File: src/hdl/i2c_master_bit_engine_core_defines.svh
// ----------------------------------------------------------------------------
// I2C master bit engine assertion macros
// Shared property wrappers clocked on clock and disabled during reset.
// ----------------------------------------------------------------------------
`ifndef I2C_MASTER_BIT_ENGINE_CORE_DEFINES_SVH
`define I2C_MASTER_BIT_ENGINE_CORE_DEFINES_SVH

// Same-cycle implication
`define I2CBE_ASSERT_NOW(label, ante, cons, msg) \
   label: assert property (@(posedge clock) disable iff (reset) (ante) |-> (cons)) \
      else $error(msg);

// Next-cycle implication
`define I2CBE_ASSERT_NEXT(label, ante, cons, msg) \
   label: assert property (@(posedge clock) disable iff (reset) (ante) |=> (cons)) \
      else $error(msg);

`endif

File: src/hdl/i2cbe_pkg.sv
// ----------------------------------------------------------------------------
// I2C master bit engine package
// Command codes, register indexes, reset values and the sequencer phase type.
// ----------------------------------------------------------------------------
package i2cbe_pkg;

   // Widths
   localparam int unsigned CSR_IDX_W       = 3;
   localparam int unsigned CSR_DATA_W      = 16;
   localparam int unsigned DELAY_BITS_DFLT = 16;

   // Command kinds
   typedef enum logic [1:0] {
      KIND_START = 2'd0,
      KIND_STOP  = 2'd1,
      KIND_WRITE = 2'd2,
      KIND_READ  = 2'd3
   } kind_type;

   // Register indexes
   typedef enum logic [CSR_IDX_W-1:0] {
      CSR_TICKS_PER_US  = 3'd0,
      CSR_COND_HOLD_US  = 3'd1,
      CSR_WR_SETUP_US   = 3'd2,
      CSR_WR_HIGH_US    = 3'd3,
      CSR_WR_AFTER_US   = 3'd4,
      CSR_RD_RELEASE_US = 3'd5,
      CSR_RD_HIGH_US    = 3'd6,
      CSR_RD_AFTER_US   = 3'd7
   } csr_idx_type;

   // Register reset values
   localparam logic [7:0]  RST_TICKS_PER_US  = 8'd16;
   localparam logic [15:0] RST_COND_HOLD_US  = 16'd5;
   localparam logic [15:0] RST_WR_SETUP_US   = 16'd3;
   localparam logic [15:0] RST_WR_HIGH_US    = 16'd5;
   localparam logic [15:0] RST_WR_AFTER_US   = 16'd3;
   localparam logic [15:0] RST_RD_RELEASE_US = 16'd5;
   localparam logic [15:0] RST_RD_HIGH_US    = 16'd20;
   localparam logic [15:0] RST_RD_AFTER_US   = 16'd5;

   // Bits per byte element: eight data bits plus the acknowledge bit
   localparam logic [3:0] LAST_DATA_BIT = 4'd7;
   localparam logic [3:0] ACK_BIT_IDX   = 4'd8;

   // Sequencer phases
   typedef enum logic [6:0] {
      PH_IDLE  = 7'b000_0001,
      PH_C0    = 7'b000_0010,
      PH_C1    = 7'b000_0100,
      PH_C2    = 7'b000_1000,
      PH_BSET  = 7'b001_0000,
      PH_BHIGH = 7'b010_0000,
      PH_BLOW  = 7'b100_0000
   } phase_type;

endpackage

File: src/hdl/i2c_master_bit_engine_core.sv
// ----------------------------------------------------------------------------
// I2C master bit engine
// Single-master I2C sequencer for start, stop, write byte and read byte.
// ----------------------------------------------------------------------------
// Each item on the req channel is one clock tick of the bus sequencer: it
// carries the command offer (cmd_valid, kind, tx_byte, send_ack) and the
// sampled SDA level. Each accepted item yields exactly one rsp item with the
// SCL/SDA drives, busy, the done pulse, the last read byte and the last
// acknowledge bit, all as they stand after that tick.
// Throughput is one item per cycle while req_tready is high. The rsp item
// is registered, in the skid entry if the output register is held. The
// sequencer state and the rsp register update together, so the tick path
// is one prescale compare, one wait decrement and the phase selection.
// A two-entry output stage (register plus skid) keeps req_tready high while
// one rsp item waits; a second waiting item drops req_tready until the
// receiver takes one.
// The csr port is always ready; write it only while the sequencer is idle.
// Reset returns the registers to their defaults, both lines released, the
// sequencer idle, ack_received at one and the output stage empty.
module i2c_master_bit_engine_core
   import i2cbe_pkg::*;
#(
   parameter int unsigned DELAY_BITS = DELAY_BITS_DFLT
) (
   input  logic                  clock,
   input  logic                  reset,
   // Tick channel
   input  logic                  req_tvalid,
   output logic                  req_tready,
   input  logic [15:0]           req_tdata,  // cmd_valid, tx_byte[7:0], send_ack, sda_in
   input  logic [1:0]            req_tuser,  // kind[1:0]
   // Result channel
   output logic                  rsp_tvalid,
   input  logic                  rsp_tready,
   output logic [15:0]           rsp_tdata,  // scl_out, sda_out, busy_res, done_res,
                                             // rx_byte[7:0], ack_received
   // Register write port
   input  logic                  csr_valid,
   output logic                  csr_ready,
   input  logic [CSR_IDX_W-1:0]  csr_index,
   input  logic [CSR_DATA_W-1:0] csr_data
);

   `include "i2c_master_bit_engine_core_defines.svh"

   localparam logic [31:0] WAIT_MAX = 32'hFFFF_FFFF >> (32 - DELAY_BITS);

   // Clamp a microsecond count to the wait counter range
   function automatic logic [DELAY_BITS-1:0] sat_wait(input logic [15:0] us);
      logic [31:0] us32;
      us32 = 32'(us);
      if (us32 > WAIT_MAX) begin
         return WAIT_MAX[DELAY_BITS-1:0];
      end
      return us32[DELAY_BITS-1:0];
   endfunction

   // Registers
   logic [7:0]  ticks_per_us_ff;
   logic [15:0] cond_hold_ff;
   logic [15:0] wr_setup_ff;
   logic [15:0] wr_high_ff;
   logic [15:0] wr_after_ff;
   logic [15:0] rd_release_ff;
   logic [15:0] rd_high_ff;
   logic [15:0] rd_after_ff;

   // Sequencer state
   phase_type             phase_ff,     phase_in;
   kind_type              op_kind_ff,   op_kind_in;
   logic [3:0]            bit_index_ff, bit_index_in;
   logic [7:0]            shift_ff,     shift_in;
   logic                  ack_choice_ff, ack_choice_in;
   logic [DELAY_BITS-1:0] wait_ff,      wait_in;
   logic [7:0]            prescale_ff,  prescale_in;
   logic                  scl_ff,       scl_in;
   logic                  sda_ff,       sda_in;
   logic [7:0]            rx_ff,        rx_in;
   logic                  ack_ff,       ack_in;

   // Output stage
   logic        out_valid_ff,  out_valid_in;
   logic [15:0] out_data_ff,   out_data_in;
   logic        skid_valid_ff, skid_valid_in;
   logic [15:0] skid_data_ff,  skid_data_in;

   // Request fields
   logic     cmd_valid;
   kind_type kind;
   logic [7:0] tx_byte;
   logic     send_ack;
   logic     line_sda;

   logic        push;
   logic        pop;
   logic        done_c;
   logic [15:0] result_c;
   logic [7:0]  tick_limit;
   logic [8:0]  prescale_inc;

   assign cmd_valid = req_tdata[0];
   assign tx_byte   = req_tdata[8:1];
   assign send_ack  = req_tdata[9];
   assign line_sda  = req_tdata[10];
   assign kind      = kind_type'(req_tuser);

   assign req_tready = !skid_valid_ff;
   assign push       = req_tvalid && req_tready;
   assign pop        = out_valid_ff && rsp_tready;
   assign rsp_tvalid = out_valid_ff;
   assign rsp_tdata  = out_data_ff;
   assign csr_ready  = 1'b1;

   assign tick_limit   = (ticks_per_us_ff == 8'd0) ? 8'd1 : ticks_per_us_ff;
   assign prescale_inc = {1'b0, prescale_ff} + 9'd1;

   // Register writes
   always_ff @(posedge clock) begin
      if (reset) begin
         ticks_per_us_ff <= RST_TICKS_PER_US;
         cond_hold_ff    <= RST_COND_HOLD_US;
         wr_setup_ff     <= RST_WR_SETUP_US;
         wr_high_ff      <= RST_WR_HIGH_US;
         wr_after_ff     <= RST_WR_AFTER_US;
         rd_release_ff   <= RST_RD_RELEASE_US;
         rd_high_ff      <= RST_RD_HIGH_US;
         rd_after_ff     <= RST_RD_AFTER_US;
      end else if (csr_valid) begin
         case (csr_idx_type'(csr_index))
            CSR_TICKS_PER_US:  ticks_per_us_ff <= csr_data[7:0];
            CSR_COND_HOLD_US:  cond_hold_ff    <= csr_data;
            CSR_WR_SETUP_US:   wr_setup_ff     <= csr_data;
            CSR_WR_HIGH_US:    wr_high_ff      <= csr_data;
            CSR_WR_AFTER_US:   wr_after_ff     <= csr_data;
            CSR_RD_RELEASE_US: rd_release_ff   <= csr_data;
            CSR_RD_HIGH_US:    rd_high_ff      <= csr_data;
            CSR_RD_AFTER_US:   rd_after_ff     <= csr_data;
            default: ;
         endcase
      end
   end

   // Advance the sequencer by one tick
   always_comb begin
      logic      enter_c;
      phase_type enter_ph;
      logic      rd;
      logic      wr_bit;
      logic      is_start;

      phase_in      = phase_ff;
      op_kind_in    = op_kind_ff;
      bit_index_in  = bit_index_ff;
      shift_in      = shift_ff;
      ack_choice_in = ack_choice_ff;
      wait_in       = wait_ff;
      prescale_in   = prescale_ff;
      scl_in        = scl_ff;
      sda_in        = sda_ff;
      rx_in         = rx_ff;
      ack_in        = ack_ff;
      done_c        = 1'b0;
      enter_c       = 1'b0;
      enter_ph      = PH_IDLE;

      if (phase_ff == PH_IDLE) begin
         // Take a command
         if (cmd_valid) begin
            op_kind_in    = kind;
            bit_index_in  = 4'd0;
            ack_choice_in = send_ack;
            shift_in      = (kind == KIND_WRITE) ? tx_byte : 8'd0;
            enter_c       = 1'b1;
            enter_ph      = (kind == KIND_START || kind == KIND_STOP) ? PH_C0 : PH_BSET;
         end
      end else if (wait_ff != '0) begin
         // Count down the current step
         if (prescale_inc >= {1'b0, tick_limit}) begin
            prescale_in = 8'd0;
            wait_in     = wait_ff - DELAY_BITS'(1);
         end else begin
            prescale_in = prescale_inc[7:0];
         end
      end else begin
         // Step done: move to the next one
         case (phase_ff)
            PH_C0: begin
               enter_c  = 1'b1;
               enter_ph = PH_C1;
            end
            PH_C1: begin
               enter_c  = 1'b1;
               enter_ph = PH_C2;
            end
            PH_BSET: begin
               enter_c  = 1'b1;
               enter_ph = PH_BHIGH;
            end
            PH_BHIGH: begin
               if (op_kind_ff == KIND_WRITE) begin
                  if (bit_index_ff >= ACK_BIT_IDX) begin
                     ack_in = line_sda;
                  end
               end else if (bit_index_ff < ACK_BIT_IDX) begin
                  shift_in = {shift_ff[6:0], line_sda};
               end
               enter_c  = 1'b1;
               enter_ph = PH_BLOW;
            end
            PH_BLOW: begin
               bit_index_in = bit_index_ff + 4'd1;
               if (bit_index_in <= ACK_BIT_IDX) begin
                  enter_c  = 1'b1;
                  enter_ph = PH_BSET;
               end else begin
                  if (op_kind_ff == KIND_READ) begin
                     rx_in = shift_ff;
                  end
                  bit_index_in = 4'd0;
                  phase_in     = PH_IDLE;
                  done_c       = 1'b1;
               end
            end
            default: begin
               // Last condition step, or nothing to do
               phase_in = PH_IDLE;
               done_c   = 1'b1;
            end
         endcase
      end

      // Enter a step: set lines and load its wait
      is_start = (op_kind_in == KIND_START);
      rd       = (op_kind_in == KIND_WRITE) ? (bit_index_in >= ACK_BIT_IDX)
                                            : (bit_index_in < ACK_BIT_IDX);
      wr_bit   = (op_kind_in == KIND_WRITE) ? shift_in[3'(LAST_DATA_BIT - bit_index_in)]
                                            : !ack_choice_in;
      if (enter_c) begin
         phase_in    = enter_ph;
         prescale_in = 8'd0;
         case (enter_ph)
            PH_C0: begin
               if (is_start) begin
                  sda_in = 1'b1;
                  scl_in = 1'b1;
               end else begin
                  sda_in = 1'b0;
               end
               wait_in = sat_wait(cond_hold_ff);
            end
            PH_C1: begin
               if (is_start) begin
                  sda_in = 1'b0;
               end else begin
                  scl_in = 1'b1;
               end
               wait_in = sat_wait(cond_hold_ff);
            end
            PH_C2: begin
               if (is_start) begin
                  scl_in = 1'b0;
               end else begin
                  sda_in = 1'b1;
               end
               wait_in = sat_wait(cond_hold_ff);
            end
            PH_BSET: begin
               sda_in  = rd ? 1'b1 : wr_bit;
               wait_in = sat_wait(rd ? rd_release_ff : wr_setup_ff);
            end
            PH_BHIGH: begin
               scl_in  = 1'b1;
               wait_in = sat_wait(rd ? rd_high_ff : wr_high_ff);
            end
            PH_BLOW: begin
               scl_in  = 1'b0;
               wait_in = sat_wait(rd ? rd_after_ff : wr_after_ff);
            end
            default: ;
         endcase
      end

      result_c = {3'b000, ack_in, rx_in, done_c, (phase_in != PH_IDLE), sda_in, scl_in};
   end

   // Hold sequencer state between accepted items
   always_ff @(posedge clock) begin
      if (reset) begin
         phase_ff      <= PH_IDLE;
         op_kind_ff    <= KIND_START;
         bit_index_ff  <= 4'd0;
         shift_ff      <= 8'd0;
         ack_choice_ff <= 1'b0;
         wait_ff       <= '0;
         prescale_ff   <= 8'd0;
         scl_ff        <= 1'b1;
         sda_ff        <= 1'b1;
         rx_ff         <= 8'd0;
         ack_ff        <= 1'b1;
      end else if (push) begin
         phase_ff      <= phase_in;
         op_kind_ff    <= op_kind_in;
         bit_index_ff  <= bit_index_in;
         shift_ff      <= shift_in;
         ack_choice_ff <= ack_choice_in;
         wait_ff       <= wait_in;
         prescale_ff   <= prescale_in;
         scl_ff        <= scl_in;
         sda_ff        <= sda_in;
         rx_ff         <= rx_in;
         ack_ff        <= ack_in;
      end
   end

   // Output register with skid entry
   always_comb begin
      out_valid_in  = out_valid_ff;
      out_data_in   = out_data_ff;
      skid_valid_in = skid_valid_ff;
      skid_data_in  = skid_data_ff;
      if (!out_valid_ff || pop) begin
         if (skid_valid_ff) begin
            out_valid_in  = 1'b1;
            out_data_in   = skid_data_ff;
            skid_valid_in = 1'b0;
         end else begin
            out_valid_in = push;
            out_data_in  = result_c;
         end
      end else if (push) begin
         skid_valid_in = 1'b1;
         skid_data_in  = result_c;
      end
   end

   always_ff @(posedge clock) begin
      if (reset) begin
         out_valid_ff  <= 1'b0;
         skid_valid_ff <= 1'b0;
      end else begin
         out_valid_ff  <= out_valid_in;
         skid_valid_ff <= skid_valid_in;
      end
      out_data_ff  <= out_data_in;
      skid_data_ff <= skid_data_in;
   end

   // Checks
   `I2CBE_ASSERT_NOW(a_skid_behind_out, skid_valid_ff, out_valid_ff,
      "skid entry holds an item while the output register is empty")
   `I2CBE_ASSERT_NEXT(a_stall_fills_skid, push && out_valid_ff && !rsp_tready,
      skid_valid_ff, "item accepted during a stall was not kept in the skid entry")
   `I2CBE_ASSERT_NEXT(a_done_goes_idle, push && done_c, phase_ff == PH_IDLE,
      "sequencer not idle after a done pulse")
   `I2CBE_ASSERT_NOW(a_prescale_range, phase_ff != PH_IDLE, prescale_ff < tick_limit,
      "prescale count reached the tick limit while busy")

endmodule
File: config.mk
export PLATFORM = sky130hd
export DESIGN_NAME = i2c_master_bit_engine_core
export DESIGN_NICKNAME = d
export VERILOG_FILES = /design/src/hdl/i2cbe_pkg.sv /design/src/hdl/i2c_master_bit_engine_core.sv
export VERILOG_INCLUDE_DIRS = /design/src /design/src/hdl
export SDC_FILE = /design/constraint.sdc
export NUM_CORES = 1
export LEC_CHECK = 0
export BUFFER_PORTS_ARGS = -buffer_cell sky130_fd_sc_hd__buf_4
export CAP_MARGIN = 40
export CORE_MARGIN = 1.5
export CORE_UTILIZATION = 45
export DETAILED_ROUTE_END_ITERATION = 8
export PLACE_DENSITY_LB_ADDON = 0.08
export SETUP_SLACK_MARGIN = 0.02
export SLEW_MARGIN = 5
export SYNTH_ARGS = -nofsm -noshare
export SYNTH_HDL_FRONTEND = slang
export SYNTH_SLANG_ARGS = --single-unit
File: constraint.sdc
create_clock -name clock -period 3.88 [get_ports clock]
set_input_delay 0.194 -clock clock [delete_from_list [all_inputs] [get_ports clock]]
set_output_delay 0.194 -clock clock [all_outputs]
set_load 0.01 [all_outputs]
Word-level counts from Yosys, hierarchy flattened
Cells that the tools add are included.

storage, ports and cells
  flip-flop bits (word level) = 205
  logic and storage cells = 163
  input port bits = 42
  output and inout port bits = 19

cells by class
  reductions and logical operators = 26
  order comparisons = 7
  mux-type cells = 76
  bitwise gates (word level) = 1
  $add $sub $neg = 4
  eq/ne operators = 26

operators by type and width
  operator                                                               count
  8-bit two-way mux                                                      17
  16-bit two-way mux                                                     7
  16-bit one-hot mux with 4 select lines                                 1
  7-bit two-way mux                                                      6
  7-bit one-hot mux with 5 select lines                                  1
  1-bit two-way mux                                                      27
  4-bit two-way mux                                                      5
  2-bit AND reduction                                                    9
  16-bit nonzero test                                                    1
  16-bit by 1-bit subtractor with 16-bit output (second input constant)  1
  5-bit two-way mux                                                      3
  7-bit by 2-bit == test with 1-bit output (second input constant)       2
  7-bit by 3-bit == test with 1-bit output (second input constant)       2
  7-bit by 5-bit == test with 1-bit output (second input constant)       2
  7-bit by 6-bit == test with 1-bit output (second input constant)       2
  7-bit == test (second input constant)                                  2
  7-bit one-hot mux with 2 select lines                                  1
  13-bit two-way mux                                                     1
  3-bit == test (second input constant)                                  4
  8-bit by 1-bit adder with 9-bit output (second input constant)         1
  9-bit by 8-bit greater-or-equal comparator with 1-bit output           1
  2-bit == test (second input constant)                                  4
  4-bit greater-or-equal comparator (second input constant)              2
  8-bit zero test                                                        1
  other kinds (28)                                                       37

Logic depth before layout (Yosys ltp)
Gate-level depths: netlist of the first run.

  depth in word-level cells = 14
  mapped depth = 13
  mapped depth without buffers = 12

Worst setup path before layout of the first run
No wires, ideal clock.

  path kind = reg-to-reg
  start point = register prescale_ff[0]
  end point = register wait_ff[13]
  stages on the path, launching flop included = 13
  path slack = 801 ps
  arrival = 2976 ps
  cell sequence = dfxtp_1 > ha_1 > nand3_1 > or2_0 > xnor2_1 > ha_1 > and3_1 > nand3_1 > o221a_2 > nor4_4 > nor4b_2 > o21ai_0 > a2111oi_2

on the way
  cells in the longest elaborated chain, start to end = 7

RTL lines
  element                                                           RTL line                           source
  start: declaration                                                i2c_master_bit_engine_core.sv:75   logic [7:0] prescale_ff, prescale_in;
  start signal: assignment                                          i2c_master_bit_engine_core.sv:307  prescale_ff <= prescale_in;
  8-bit by 1-bit adder with 9-bit output (*)                        i2c_master_bit_engine_core.sv:115  assign prescale_inc = {1'b0, prescale_ff} + 9'd1;
  9-bit by 8-bit greater-or-equal comparator with 1-bit output (*)  i2c_master_bit_engine_core.sv:178  if (prescale_inc >= {1'b0, tick_limit}) begin
  16-bit two-way mux (*)                                            i2c_master_bit_engine_core.sv:178
  16-bit two-way mux (*)                                            i2c_master_bit_engine_core.sv:176  end else if (wait_ff != '0) begin
  16-bit two-way mux (*)                                            i2c_master_bit_engine_core.sv:166  if (phase_ff == PH_IDLE) begin
  16-bit one-hot mux with 4 select lines                            i2c_master_bit_engine_core.sv:241  case (enter_ph)
  16-bit two-way mux (*)                                            i2c_master_bit_engine_core.sv:238  if (enter_c) begin
  end signal: assignment                                            i2c_master_bit_engine_core.sv:306  wait_ff <= wait_in;
  end: declaration                                                  i2c_master_bit_engine_core.sv:74   logic [DELAY_BITS-1:0] wait_ff, wait_in;

Every way passes the cells marked *; elsewhere a longest branch is shown, timed or not.
A chain may end at the register's enable or synchronous reset.

Worst setup path in the final report of the first run
  start point = register phase_ff[1]
  end point = register wait_ff[12]

on the way
  cells in the longest elaborated chain, start to end = 9

RTL lines
  element                                                                                 RTL line                                                                                                 source
  start: declaration                                                                      i2c_master_bit_engine_core.sv:69                                                                         phase_type phase_ff, phase_in;
  start signal: assignment                                                                i2c_master_bit_engine_core.sv:301                                                                        phase_ff <= phase_in;
  7-bit == test                                                                           i2c_master_bit_engine_core.sv:186                                                                        case (phase_ff)
  4-bit two-way mux                                                                       i2c_master_bit_engine_core.sv:186
  4-bit two-way mux                                                                       i2c_master_bit_engine_core.sv:176
  4-bit two-way mux                                                                       i2c_master_bit_engine_core.sv:166
  4-bit less-than comparator / 4-bit greater-or-equal comparator (equally long branches)  i2c_master_bit_engine_core.sv:235, i2c_master_bit_engine_core.sv:234
  1-bit two-way mux                                                                       i2c_master_bit_engine_core.sv:234                                                                        rd = (op_kind_in == KIND_WRITE) ? (bit_index_in >= ACK_BIT_IDX)
  16-bit two-way mux, on equally long branches                                            i2c_master_bit_engine_core.sv:277, i2c_master_bit_engine_core.sv:269, i2c_master_bit_engine_core.sv:273
  16-bit one-hot mux with 4 select lines                                                  i2c_master_bit_engine_core.sv:241
  16-bit two-way mux (*)                                                                  i2c_master_bit_engine_core.sv:238

Marked as above.

==> impl_metrics.py, run 1 <==
metrics = {
    "outcome": {
        "outcome": "complete, no violations",
    },
    "finish": {
        "num-nets-final": 1413,
        "n_antenna_cell": 0,
        "area_growth_pct": 18.8,
        "regArea_sq_mm": 0.00436,
        "utilization_pct": 55.0,
        "fillerInstances": 2240,
        "multiInputGateArea_sq_mm": 0.00582,
        "drive_gt1_share_pct": 15.7,
    },
    "yosys": {
        "synth_area_sq_mm": 0.0106,
        "synth_seq_cells": 205,
        "yosysTopAreaCellShare_pct": 33.9,
        "post_synth.cell_area_avg_sq_um": 8.22,
        "yosys_warnings": 0,
        "syn_inst": 1287,
        "synth.distinct_cells": 80,
        "synthFlopType": "dfxtp_1",
        "synth_common_cells": "294 x nand2_1, 179 x dfxtp_1, 149 x a21oi_1",
        "yosysMostFrequentCell": "nand2_1",
        "synth_edf_count": 26,
        "synth.yosys.seq_area_share_pct": 41.3,
        "netlist_top_cells_area": "dfxtp_1 34%, nand2_1 10%, edfxtp_1 7.4%, a21oi_1 7.1%, mux2i_1 6.4%",
        "yosysTopAreaCell": "dfxtp_1",
        "ys_async_sr_fraction_pct": 0,
    },
    "place": {
        "place_congestion": 0.812,
        "preCtsSetupSlack_ps": 463,
        "numPortBuffers": 51,
        "dp_hpwl_um": 20500,
    },
    "route": {
        "drc": 0,
        "detail-route-antenna-nets": 0,
        "via_per_inst": 5.68,
        "wl_um": 31300,
        "drt_first_pass_iters": 5,
        "vias": 9573,
        "drt_iter0_drc": 651,
        "routedWlPerCell_um": 18.6,
    },
    "setup_path": {
        "critical_path.max_fanout": 58,
        "startpoint": "phase_ff[1]$_SDFFE_PP0P_",
        "cp.required_ps": 4240,
        "arrival_ps": 3830,
        "reg2reg_from": "phase_ff[1]$_SDFFE_PP0P_",
        "start_kind": "flop",
        "endpoint_kind": "flop",
        "worstSetupPathType": "reg2reg",
        "ff2ff_setup_slack_ps": 410,
        "ff2ff_path_depth": 10,
        "r2r_end": "wait_ff[12]$_SDFFE_PP0P_",
    },
    "min_path": {
        "hold_path_class": "in2reg",
        "holdPathStages": 4,
        "worstHoldStart": "csr_index[0]",
        "whs_endpoint": "wr_after_ff[4]$_SDFFE_PP0P_",
    },
    "floorplanning": {
        "core_sq_mm": 0.0228,
        "fp.dieArea_sq_mm": 0.0244,
        "top_level_ports": 61,
        "die_w_um": 156,
        "rows": 55,
        "die_h_um": 156,
        "start_util_pct": 46.3,
    },
    "sta": {
        "fmax_mhz": 288,
        "slew_headroom_pct": 42.3,
        "rsz0062_at_grt": "false",
        "finalSetupViolCount": 0,
        "period_needed_ps": 3470,
        "hold_ws_ps": 70.6,
        "worst_pin_slew_ps": 862,
        "fin_skew_ps": 7.84,
        "finalCritPeriodShare_pct": 89.4,
        "finalHoldViolCount": 0,
        "maxSlewViolCount": 0,
        "setup_ws_ps": 411,
        "tns_ps": 0,
    },
    "cts": {
        "cts-root-buf": "clkbuf_16",
        "postCtsSetupRepairBufs": 0,
        "cts.clk_slew.worst_paths_ps": 60,
        "max-clock-path-buffers": 3,
        "numCtsBuffers": 24,
        "cts_tree": "built",
        "clkLatencyLatePin_ps": 520,
        "htreeDepth": 1,
        "cts.sinks": 205,
    },
    "pwr": {
        "power_density_mw_per_mm2": 421,
        "p_leak_uw": 0.00439,
        "max-vdd-ir-drop_mv": 0.359,
    },
    "global_route": {
        "antenna_found_initial": 0,
        "gr-total-overflow": 0,
        "grt_pass1_vias": 8952,
        "grt_pass1_wl_um": 49800,
        "grt_max_degree": 77,
        "grt_use_total_pct": 25.9,
    },
    "flow_run": {
        "drv_cap": 0,
    },
}
## state kept, by name, indices dropped and copies added, names as in the netlist, 16 cells and up
| signal | cells |
|---|---|
| wr_after_ff | 16 |
| wr_setup_ff | 16 |
| rd_after_ff | 16 |
| rd_release_ff | 16 |
| wr_high_ff | 16 |
| wait_ff | 16 |
| cond_hold_ff | 16 |
| rd_high_ff | 16 |
## timing repair
action                                 CTS  global route
endpoints found under the hold margin  118             0
resized for setup                        0             0
hold buffers                            20             0
## layer usage
layer  GRT usage [%]  vias to the layer above  share of wire [%]  wire [um]
met5               0                        -                  0          0
met4            6.98                        0                2.3        733
met3            3.52                       50                5.7       1800
met2            43.1                      275                 46      14500
met1            35.3                     4535                 45      14200
li1                -                     4713                  -          -
## stage by stage
step | area (sq um) | power, uW | cells
after floorplan | 10600 | 2790 | 1289
after CTS | 12600 | 5330 | 1685
after global routing | 12600 | 5510 | 1685
after detailed placement | 11600 | 3070 | 1624
final | 12600 | 5290 | 1685
after global placement | 11400 | 3050 | 1610
## cell type report
cell class,count,area share [%]
inverter,17,0.508
clock inverter,7,0.687
multi-input combinational,981,46.3
clock buffer,34,5.49
sequential,205,34.7
timing repair buffer,128,9.17
tap,313,3.12
## kinds of logic after synthesis
kind of cell	after synthesis	synth area share, %
AO/OA/AOI/OAI	293	17.4
XOR/XNOR	9	0.745
adder cells (fa/ha/maj)	14	1.66
buffers and inverters	103	4.24
flip-flops	205	41.3
multiplexers	110	10.9
other	2	0.0710
AND/OR/NAND/NOR	551	23.7
## worst max-delay path: stages, from the launching register on
cell and delay [ps]:
dfxtp_1 380, nor4_1 570, and3_1 370, o2111ai_1 240
nand2_4 190, buf_12 350, mux2i_1 230, o22ai_1 100
a2111oi_0 580, buf_4 210, nor4_1 40
## cell usage in the layout (no fill, tap or decap), types with 4 or more instances in the layout
cell type      Yosys  layout
clkbuf_16          0      25
dlygate4sd3_1      0      20
nor4_1            13      13
nand2b_1          11      11
nand4b_1           4       4
inv_1             17      17
mux2_2            41      41
dfxtp_1          179     179
a21o_1             6       6
and3_1             5       5
clkbuf_1          55       6
nor2_1            88      83
xnor2_1            6       5
ha_1              14      14
o22ai_1           16      16
a21oi_1          149     149
mux2i_1           68      68
buf_4              8      92
a31oi_1            6       6
edfxtp_1          26      26
a2111oi_0         11      11
and2_1            10      10
nand3_1           39      39
a211oi_1          13      13
conb_1             2       4
nor2_2             0       5
a22oi_1            8       8
o211ai_1           7       7
nand3b_1           7       7
buf_8              0      10
nand4_1            8       8
nor2b_1            6       5
nand2_1          294     294
or3_1              5       5
o21ai_0           26      25
o21a_1             4       4
o2111ai_1         15      15
nor3_1            38      36
## how the worst max path moves through the flow
| stage | cells after the start | slack (ps) | to |
|---|---|---|---|
| after floorplan | 12 | 800 | wait_ff[13]$_SDFFE_PP0P_ |
| after global placement | 10 | 470 | wait_ff[12]$_SDFFE_PP0P_ |
| after detailed placement | 10 | 460 | wait_ff[12]$_SDFFE_PP0P_ |
| after CTS | 10 | 440 | wait_ff[12]$_SDFFE_PP0P_ |
| after global routing | 10 | 100 | wait_ff[12]$_SDFFE_PP0P_ |
| final | 10 | 410 | wait_ff[12]$_SDFFE_PP0P_ |
## power by group
part           switching [uW]  internal (uW)  total, uW
logic                     451            297        748
clock network             884           1360       2240
registers                61.1           2240       2300
Power figures use the tool's default switching activity.
==> inputs of run 2 (changes only) <==
--- a/config.mk
+++ b/config.mk
@@ -10,6 +10,7 @@
 export CAP_MARGIN = 40
 export CORE_MARGIN = 1.5
 export CORE_UTILIZATION = 45
+export CTS_BUF_LIST = sky130_fd_sc_hd__clkbuf_16
 export DETAILED_ROUTE_END_ITERATION = 8
 export PLACE_DENSITY_LB_ADDON = 0.08
 export SETUP_SLACK_MARGIN = 0.02
==> constraint.sdc (replaced) <==
create_clock -name clock -period 3.27 [get_ports clock]
set_input_delay 0.1635 -clock clock [delete_from_list [all_inputs] [get_ports clock]]
set_output_delay 0.1635 -clock clock [all_outputs]
set_load 0.01 [all_outputs]
==> impl_metrics.py, run 2 (same netlist as run 1, synthesis figures left out) <==
metrics = {
    "outcome": {
        "outcome": "complete, no violations",
    },
    "finish": {
        "drive_gt1_share_pct": 19.9,
        "num-nets-final": 1463,
        "utilization_pct": 57.5,
        "final_cells": 1738,
        "area_growth_pct": 24.3,
        "n_antenna_cell": 0,
        "layout_common_cells": "293 x nand2_1, 178 x dfxtp_1, 149 x a21oi_1",
        "layout_commonest_cell": "nand2_1",
    },
    "global_route": {
        "grtUsageMet3_pct": 2.63,
        "grt_pass1_wl_um": 50500,
        "grt_pass1_vias": 9163,
        "top_usage_layer": "met2",
        "met1_usage_pct": 35.2,
        "gr-total-overflow": 0,
        "antenna_found_initial": 0,
        "grt_use_total_pct": 26.2,
        "grt_max_degree": 59,
        "grtUsageMet2_pct": 44.5,
    },
    "cts": {
        "cts.sinks": 205,
        "cts.clk_slew.worst_paths_ps": 60,
        "max-clock-path-buffers": 3,
        "cts-root-buf": "clkbuf_16",
        "htreeDepth": 1,
        "cts_tree": "built",
        "numCtsBuffers": 24,
        "clkLatencyLatePin_ps": 520,
    },
    "floorplanning": {
        "top_level_ports": 61,
        "core_sq_mm": 0.0228,
        "die_h_um": 156,
        "die_w_um": 156,
        "start_util_pct": 46.3,
        "fp.dieArea_sq_mm": 0.0244,
        "rows": 55,
    },
    "sta": {
        "rsz0062_at_grt": "true",
        "worst_pin_slew_ps": 862,
        "fin_skew_ps": 8.88,
        "period_needed_ps": 3170,
        "finalSetupViolCount": 0,
        "slew_headroom_pct": 42.4,
        "fmax_mhz": 315,
        "maxSlewViolCount": 0,
        "finalHoldViolCount": 0,
        "finalCritPeriodShare_pct": 97.1,
    },
    "setup_path": {
        "endpoint_kind": "flop",
        "crit_slowest_cell": "or4_4",
        "arrival_ps": 3430,
        "critPathTopFamily": "simple AND/OR/NAND/NOR gates",
        "crit_top_cell": "or4_4",
        "cp_slowest_stage_delay_ps": 580,
        "startpoint": "wait_ff[2]$_SDFFE_PP0P_",
        "critical_path.max_fanout": 5,
        "cp_cell_sequence": "or4_4 > or3_4 > or4_4 > a31o_4 > mux2i_1 > a311o_1 > o31ai_2 > a31oi_1",
        "start_kind": "flop",
        "worstSetupPathType": "reg2reg",
        "critPathBufInv": 0,
        "reg2reg_from": "wait_ff[2]$_SDFFE_PP0P_",
        "cp.required_ps": 3520,
    },
    "route": {
        "drt_iter0_drc": 638,
        "via_per_inst": 5.67,
        "detail-route-antenna-nets": 0,
        "wl_um": 32100,
        "drt_first_pass_iters": 5,
        "drc": 0,
        "vias": 9862,
        "routedWlPerCell_um": 18.5,
    },
    "place": {
        "dp.cells": 1668,
        "place_congestion": 0.882,
        "numPortBuffers": 51,
        "dp_hpwl_um": 21800,
    },
    "flow_run": {
        "drv_cap": 0,
    },
    "pwr": {
        "power_density_mw_per_mm2": 485,
        "max-vdd-ir-drop_mv": 0.359,
        "p_leak_uw": 0.00471,
    },
    "min_path": {
        "hold_path_class": "in2reg",
        "worstHoldStart": "req_tdata[10]",
    },
}
[run 2: cell count changes in the layout (fill, tap and decap cells not counted), moves of 4 or more]
cell,delta
inv_1,+6
buf_4,+47
a2111oi_1,+4
clkbuf_1,-6
buf_8,-4
a2111oi_0,-7
clkinv_2,+4
[run 2: stage by stage]
step	total power [uW]	setup slack (ps)	cell area, sq um	hold WS [ps]	setup TNS (ps)
floorplan	3310	191	10600	299	0
global placement	3670	-46.1	11700	438	-108
detailed placement	3690	-48.3	11900	447	-111
CTS	6390	24.4	12900	9.09	0
global route	6620	-14.8	13100	26.8	-14.8
finish	6380	95.1	13100	29.0	0
[run 2: final timing paths]
check | to | slack (ps) | cells after the start
max reg2reg | rsp_tdata[1]$_DFFE_PP_ | 100 | 8
min reg2reg | rd_high_ff[3]$_SDFFE_PP0P_ | 450 | 2
max | rsp_tdata[1]$_DFFE_PP_ | 100 | 8
min | skid_data_ff[12]$_DFFE_PP_ | 30 | 2
[run 2: report_power, final]
| group | switching, uW | internal, uW |
|---|---|---|
| registers | 72.1 | 2660 |
| clock network | 1080 | 1610 |
| logic | 554 | 407 |
[run 2: routing by layer]
layer  share of wire, %  wire length (um)
met1                 45             14300
met2                 48             15300
met3                5.3              1700
met4                2.3               753
met5                  0                 0
[run 2: final cells by class]
type                       count  area [sq um]
inverter                      17          63.8
clock buffer                  25           626
tap                          313           392
clock inverter                19           163
multi-input combinational    981          5960
fill                        2134          9700
sequential                   205          4370
timing repair buffer         178          1580
[run 2: repair_timing]
item                       4_1_cts  5_1_grt
gates resized for setup          6       27
hold endpoints to repair       125        0
cloned                           0        1
hold buffers                    20        0
pin swaps                        0        5
buffers inserted                 0        5
setup endpoints to repair        8       19
